===== src/rtl/tnb_pkg.sv =====
// Shared types and constants for the triangle normal and bounds core.
package tnb_pkg;

  // Output field widths fixed by the interface.
  localparam int BOX_W  = 24;
  localparam int NORM_W = 16;

  // Squared-length sum, root and long-division numerator widths.
  localparam int SQ_W   = 64;
  localparam int ROOT_W = 32;
  localparam int NUM_W  = 64;

  // Aligned magnitudes have their top set bit at this position.
  localparam int ALIGN_BIT = 30;

  // Sequencer counter width, enough for the root loop and the divider.
  localparam int CNT_W = 6;
  localparam int ROOT_STEPS = 32;

  // Multiplier operation codes: six cross terms, then three squares.
  localparam int MI_W = 4;
  localparam logic [MI_W-1:0] MI_VY_UZ = 4'd0;
  localparam logic [MI_W-1:0] MI_VZ_UY = 4'd1;
  localparam logic [MI_W-1:0] MI_VZ_UX = 4'd2;
  localparam logic [MI_W-1:0] MI_VX_UZ = 4'd3;
  localparam logic [MI_W-1:0] MI_VX_UY = 4'd4;
  localparam logic [MI_W-1:0] MI_VY_UX = 4'd5;
  localparam logic [MI_W-1:0] MI_SQ_X  = 4'd6;
  localparam logic [MI_W-1:0] MI_SQ_Y  = 4'd7;
  localparam logic [MI_W-1:0] MI_SQ_Z  = 4'd8;
  localparam int NUM_CROSS = 6;
  localparam int NUM_SQ    = 3;

  // Component selects for the divider.
  localparam logic [1:0] SEL_X = 2'd0;
  localparam logic [1:0] SEL_Z = 2'd2;

  typedef enum logic [3:0] {
    ST_IDLE,
    ST_MUL,
    ST_MAG,
    ST_NORM,
    ST_SQ,
    ST_SQRT_INIT,
    ST_SQRT,
    ST_DIV_INIT,
    ST_DIV,
    ST_DIV_END,
    ST_FINISH
  } state_t;

  // Commands from the sequencer to the datapath.
  typedef struct packed {
    logic            load;
    logic            mul_go;
    logic [MI_W-1:0] mul_idx;
    logic            mag_load;
    logic            norm_step;
    logic            sqrt_init;
    logic            sqrt_step;
    logic            div_init;
    logic            div_step;
    logic [1:0]      div_sel;
    logic            div_store;
    logic            out_load;
  } cmd_t;

  // Status from the datapath to the sequencer.
  typedef struct packed {
    logic zero;
    logic norm_done;
  } stat_t;

endpackage


===== src/rtl/tnb_ctrl.sv =====
// Sequencer for the triangle normal and bounds core.
module tnb_ctrl import tnb_pkg::*; #(
  parameter int NORMAL_FRAC_BITS = 14
) (
  input  logic  clk,
  input  logic  rst,
  input  logic  in_valid,
  output logic  in_stall,
  output logic  out_valid,
  input  logic  out_stall,
  output cmd_t  cmd,
  input  stat_t stat
);

  state_t             state, state_next;
  logic [CNT_W-1:0]   cnt, cnt_next;
  logic [1:0]         sel, sel_next;
  logic               out_valid_next;

  // State, counters and the result-valid flag.
  always_ff @(posedge clk) begin
    if (rst) begin
      state     <= ST_IDLE;
      cnt       <= '0;
      sel       <= '0;
      out_valid <= 1'b0;
    end else begin
      state     <= state_next;
      cnt       <= cnt_next;
      sel       <= sel_next;
      out_valid <= out_valid_next;
    end
  end

  // Next state and datapath commands.
  always_comb begin
    state_next = state;
    cnt_next   = cnt;
    sel_next   = sel;
    cmd        = '0;
    cmd.div_sel = sel;
    in_stall   = 1'b1;
    out_valid_next = out_valid && out_stall;
    unique case (state)
      ST_IDLE: begin
        in_stall = 1'b0;
        if (in_valid) begin
          cmd.load   = 1'b1;
          cnt_next   = '0;
          state_next = ST_MUL;
        end
      end
      ST_MUL: begin
        // Six cross terms, then a pass with no issue so the product register drains.
        if (cnt < CNT_W'(NUM_CROSS)) begin
          cmd.mul_go  = 1'b1;
          cmd.mul_idx = MI_W'(cnt);
          cnt_next    = cnt + 1'b1;
        end else begin
          state_next = ST_MAG;
        end
      end
      ST_MAG: begin
        cmd.mag_load = 1'b1;
        state_next   = ST_NORM;
      end
      ST_NORM: begin
        if (stat.zero) begin
          state_next = ST_FINISH;
        end else if (stat.norm_done) begin
          cnt_next   = '0;
          state_next = ST_SQ;
        end else begin
          cmd.norm_step = 1'b1;
        end
      end
      ST_SQ: begin
        if (cnt < CNT_W'(NUM_SQ)) begin
          cmd.mul_go  = 1'b1;
          cmd.mul_idx = MI_SQ_X + MI_W'(cnt);
          cnt_next    = cnt + 1'b1;
        end else begin
          state_next = ST_SQRT_INIT;
        end
      end
      ST_SQRT_INIT: begin
        cmd.sqrt_init = 1'b1;
        cnt_next      = '0;
        state_next    = ST_SQRT;
      end
      ST_SQRT: begin
        cmd.sqrt_step = 1'b1;
        cnt_next      = cnt + 1'b1;
        if (cnt == CNT_W'(ROOT_STEPS - 1)) begin
          sel_next   = SEL_X;
          state_next = ST_DIV_INIT;
        end
      end
      ST_DIV_INIT: begin
        cmd.div_init = 1'b1;
        cnt_next     = '0;
        state_next   = ST_DIV;
      end
      ST_DIV: begin
        cmd.div_step = 1'b1;
        cnt_next     = cnt + 1'b1;
        if (cnt == CNT_W'(NORMAL_FRAC_BITS)) begin
          state_next = ST_DIV_END;
        end
      end
      ST_DIV_END: begin
        cmd.div_store = 1'b1;
        if (sel == SEL_Z) begin
          state_next = ST_FINISH;
        end else begin
          sel_next   = sel + 1'b1;
          state_next = ST_DIV_INIT;
        end
      end
      ST_FINISH: begin
        // Hand the result over once the output register is free.
        if (!out_valid || !out_stall) begin
          cmd.out_load   = 1'b1;
          out_valid_next = 1'b1;
          state_next     = ST_IDLE;
        end
      end
      default: begin
        state_next = ST_IDLE;
      end
    endcase
  end

  // A beat accepted starts the multiply phase.
  a_accept_starts: assert property (@(posedge clk) disable iff (rst)
    (in_valid && !in_stall) |=> (state == ST_MUL))
    else $error("accepted beat did not start the multiply phase");

  // A result is never loaded over one still waiting.
  a_no_overwrite: assert property (@(posedge clk) disable iff (rst)
    cmd.out_load |-> (!out_valid || !out_stall))
    else $error("result register overwritten");

  // Loading a result raises the output valid.
  a_load_valid: assert property (@(posedge clk) disable iff (rst)
    cmd.out_load |=> out_valid)
    else $error("loaded result not presented");

  // The divider only serves the three components.
  a_div_sel: assert property (@(posedge clk) disable iff (rst)
    (state == ST_DIV) |-> (sel != 2'd3))
    else $error("divider component select out of range");

endmodule


===== config.mk =====
export PLATFORM = sky130hd
export DESIGN_NAME = tnb_ctrl
export DESIGN_NICKNAME = d
export VERILOG_FILES = /design/src/rtl/tnb_pkg.sv /design/src/rtl/tnb_ctrl.sv
export SDC_FILE = /design/constraint.sdc
export NUM_CORES = 1
export LEC_CHECK = 0
export BUFFER_PORTS_ARGS = -buffer_cell sky130_fd_sc_hd__buf_2
export CAP_MARGIN = 20
export CORE_UTILIZATION = 45
export CTS_CLUSTER_SIZE = 14
export DETAILED_ROUTE_END_ITERATION = 6
export GPL_ROUTABILITY_DRIVEN = 0
export GPL_TIMING_DRIVEN = 0
export PLACE_DENSITY = 0.78
export SYNTH_ARGS = -nofsm -noshare
export SYNTH_HDL_FRONTEND = slang
export SYNTH_SLANG_ARGS = --single-unit

===== constraint.sdc =====
create_clock -name clk -period 2.2 [get_ports clk]
set_clock_uncertainty 0.05 [all_clocks]
set_input_delay 0.22 -clock clk [delete_from_list [all_inputs] [get_ports clk]]
set_output_delay 0.22 -clock clk [all_outputs]
set_load 0.01 [all_outputs]

; After elaboration in Yosys (flattened, before gate mapping)
; Cells that the tools add are included.
[word_totals]
register_bits = 13
ram_bits = 0
wordCells = 84
memories = 0
output_inout_bits = 18
latch_bits = 0
romBits = 0
in_bits = 6
[op_classes]
multipliers = 0
bitwise = 0
reduce_logical = 12
shift = 0
n_addsub = 3
muxes = 38
order_cmp = 2
div = 0
eq_ne = 25
[op_table]
columns = operator, n
row1 = one-hot mux 4 bit (11 select lines), 1
row2 = two-way mux 4 bit, 9
row3 = one-hot mux 6 bit (6 select lines), 1
row4 = two-way mux 6 bit, 5
row5 = inequality test 2 bit (second input constant), 11
row6 = == test 4 x 3 -> 1 bit (second input constant), 4
row7 = two-way mux 1 bit, 16
row8 = == test 4 bit (second input constant), 3
row9 = two-way mux 5 bit, 2
row10 = one-hot mux 5 bit (2 select lines), 1
row11 = == test 4 x 2 -> 1 bit (second input constant), 2
row12 = AND reduction 7 bit, 1
row13 = adder 6 x 1 -> 6 bit (second input constant), 1
row14 = == test 6 x 4 -> 1 bit (second input constant), 1
row15 = == test 6 x 5 -> 1 bit (second input constant), 1
row16 = less-than comparator 6 x 2 -> 1 bit (second input constant), 1
row17 = less-than comparator 6 x 3 -> 1 bit (second input constant), 1
row18 = AND reduction 6 bit, 1
row19 = nonzero test 6 bit, 1
row20 = adder 3 x 4 -> 4 bit (first input constant), 1
row21 = == test 4 x 1 -> 1 bit (second input constant), 1
row22 = logical NOT 4 bit, 1
row23 = two-way mux 2 bit, 2
row24 = one-hot mux 2 bit (2 select lines), 1
row25 = 9 further kinds, 11

; Longest topological paths before layout
[depth]
ltp_word = 4
ltp_mapped = 7
mapped_depth_nobuf = 7

; Worst setup path before layout
; OpenSTA, ideal clock, no wires.
[synth_timing]
path_kind = register to register
from = register cnt[1]
to = register state[2]
setup_time_ps = 116
required_time_ps = 2034
setup_slack_ps = 385
arrival_ps = 1649
period_less_slack_ps = 1815
stages_incl_launch_ff = 7
n_path_buf = 0
path_cell_list = dfxtp_1 ha_1 nand3_1 nor3_1 o211ai_1 or3_1 o211a_1
[synth_between]
elab_chain_cells = 3
word_cells_on_any_way = 9
cone_classes = 2 x order compare / 6 x eq/ne / 1 x reduce/logical
[synth_rtl]
columns = element, line
row1 = "start, declared", tnb_ctrl.sv:16  ; logic [CNT_W-1:0] cnt, cnt_next;
row2 = "start signal, assigned", tnb_ctrl.sv:29  ; cnt <= cnt_next;
row3 = less-than comparator 6 x 2 -> 1 bit (tied with other cells), tnb_ctrl.sv:78  ; if (cnt < CNT_W'(NUM_SQ)) begin
row4 = inequality test 2 bit (no source line), -
row5 = AND reduction 7 bit (no source line) (*), -
row6 = "end signal, assigned", tnb_ctrl.sv:28  ; state <= state_next;
row7 = "end, declared", tnb_ctrl.sv:15  ; state_t state, state_next;
; Every way passes the cells marked *; elsewhere a longest branch is shown, timed or not.
; A chain may end at the register's enable or synchronous reset.

==> results.md <==
* Status: complete, no violations
* Latest clock arrival within the worst-skew pair at 0.29 ns
* Post-synth EDFFs at 0
* Synth cell types at 45
* First DRT Iteration DRCs at 26
* Crit path max fanout at 10
* Leakage power at 0.000536 uW
* Complex-gate fraction of the synthesized area at 26.2%
* DRT Pass-1 Iters at 6
* DP Wirelength at 2180 um
* Total Nets Final at 182
* Syn nets at 154
* Adder-cell share of the synthesized area at 5.57%
* Multiplexer area fraction after synthesis at 1.78%
* Reg-to-reg startpoint: state[2]$_SDFFE_PP0P_
* Post-CTS Setup Repair Bufs at 0
* Die X at 52.0 um
* Ys async rst share at 0%
* Routed vias at 1206
* Synthesized cell area at 0.00112 mm2
* Gr usage total at 24.2%
* Vias in the first global route at 1130
* Syn Inst Count at 143
* Inserted Diodes at 0
* GRT busiest layer: met2
* Ys flop type: dfxtp_1
* Post-placement cell count at 194
* Final Non-Filler Cells at 198
* Share of cells above drive strength 1 at 25.9%
* Ports at 24
* Register area share after synthesis at 23.2%
* Clock buffer depth at 2
* CP cell instances: buf_6, nor4b_2, nand3_2, a211oi_1, buf_2
* Max-slew violations at 0
* Total global routing overflow at 0
* Tightest Pin Transition at 0.527 ns
* Number of synthesized register bits at 13
* Starting density of the core at 49.4%
* Setup CP Type: flip-flop to output port
* Crit path capture type: output port
* CTS Sinks at 13
* HP Class: input pin to flip-flop
* Fmax at 472 MHz
* Syn Area/Cell at 7.86 um2
* Crit Reg-Reg Endpoint: cnt[4]$_SDFFE_PP0P_
* Total Power at 1450 uW
* CTS tree: yes
* Cell row count at 17
* Final Setup Violations at 0
* Largest net degree at the start of global routing at 11
* Unrepaired setup endpoints after global routing: yes
* Hold path endpoint: cnt[2]$_SDFFE_PP0P_
* Min-delay src: rst
* CP Launch Type: flip-flop
* Hold depth at 2
* Fin crit share at 96.3%
* FF+latch area at 262 um2
* Crit path time final at 2.12 ns
* H-tree levels at 1
* CP required at 1.93 ns
* Root buf cell: clkbuf_4
* Critical Path AT at 1.85 ns
* Final hold vios at 0
* CTS buffer count at 3
* Flop2flop setup slack at 0.21 ns
* Largest family of logic cells by synthesized area: simple AND/OR/NAND/NOR gates
* Cell at the slowest stage of the critical path: nor4b_2
* Drt total wl at 2890 um
* Multi-input combinational cell area at 791 um2
* Yosys Warn Count at 0
* Max incr delay on CP at 0.38 ns
* DRT antenna net count at 0
* GR Util met3 at 3.80%
* Fillers at 204
* Met2 Track Usage GR at 38.9%
* Synth Area in Simple Gates at 34.6%
* Port bufs at 23
* Max Cap Viol at 0
* Die Ht at 52.0 um
* Grt met1 use at 31.3%
* Core area at 0.00228 mm2
* Die Area at 0.00270 mm2
* XOR/XNOR share of the synthesized area at 0%
* Rel. slew slack at 64.8%
* Initial antenna violation count at 0
* Clock transition at path regs at 0.09 ns
* DRC at 0
* Vias/cell at 6.09
* Maximum vdd drop at 0.000521 V
* Delay-heaviest family, CP: simple AND/OR/NAND/NOR gates
* Worst R2R Path Depth at 5
* Wire length per cell at 14.6 um
* First-pass GRT wire length at 4840 um
* Pwr dens at 1090 mW/mm2
* Area Growth Syn to Fin at 18.2%
* Crit path buf inv count at 2
-- worst max path at each step --
stage,startpoint,to,slack (ns),cells past startpoint
floorplan,cnt[1]$_SDFFE_PP0P_,state[2]$_SDFFE_PP0P_,0.38,6
global placement,cnt[1]$_SDFFE_PP0P_,state[2]$_SDFFE_PP0P_,0.17,6
detailed placement,state[1]$_SDFFE_PP0P_,state[2]$_SDFFE_PP0P_,0.14,6
CTS,state[0]$_SDFFE_PP0P_,cmd[10],0.03,5
global route,state[0]$_SDFFE_PP0P_,cmd[10],-0.01,5
finish,state[0]$_SDFFE_PP0P_,cmd[10],0.08,5
-- final cells by class --
class                      instances  area share [%]
clock buffer                       3            1.70
sequential                        13            19.7
tap                               28            2.64
clock inverter                     1           0.377
multi-input combinational        110            59.6
buffer                             8            3.96
timing repair buffer              23            8.67
inverter                          12            3.39
-- registers in the layout, indices dropped and copies added, names as in the netlist --
signal / cells
state: 4
cnt: 6
sel: 2
out_valid: 1
-- where the power goes --
group	total [uW]	switching [uW]	internal, uW	leakage [uW]
registers	332	53.3	279	0.000106
clock network	164	96.1	67.7	0.0000177
logic	955	557	398	0.000412
total	1450	706	745	0.000536
-- cells in the mapped netlist (5+ instances only) --
cell type  count  area share (%)
nor2_1         8             2.7
o21ai_0        8             3.6
ha_1           5             5.6
dfxtp_1       13              23
nand2_1        9             3.0
nand3_1        6             2.7
or3_1          5             2.8
clkbuf_1       5             1.7
a21oi_1       14             6.2
inv_1         12             4.0
-- metal layers --
metal	routed length [um]	vias to the layer above	part of all wire, %
met5	0	-	0
met3	134	5	4.6
met1	1360	561	47
met4	39	0	1.4
met2	1350	41	47
li1	-	599	-
-- repair_timing --
item	CTS	global route
pin swaps	0	0
hold buffers	0	0
setup endpoints to repair	2	4
endpoints found under the hold margin	0	0
resized for setup	1	4
-- per-stage QoR --
step	hold slack (ns)	setup WS (ns)	utilization, %	area (um2)	setup TNS [ns]
2_1_floorplan	0.285	0.385	-	1120	0
3_3_place_gp	0.416	0.168	56.0	1270	0
3_5_place_dp	0.440	0.145	56.0	1270	0
4_1_cts	0.162	0.0252	57.3	1300	0
5_1_grt	0.162	-0.0133	58.3	1330	-0.0133
6_report	0.163	0.0818	58.3	1330	0
-- cell usage in the layout, fill, tap and decap left out, drive strengths merged, types with 3 or more instances in the layout --
cell type  count
clkbuf         8
nand2b         4
and3           3
inv           12
ha             5
nor4           3
nand2          9
dfxtp         13
o32ai          4
o21ai          9
nand3          6
buf           26
nor2           8
nor3           4
a21oi         14
or3            6
-- kinds of logic after synthesis --
group	Yosys count
buf+inv	20
fa+ha+maj	5
simple gates	60
compound gates	43
mux	2
flops	13
Note: power is estimated with default switching activity, not from simulation.
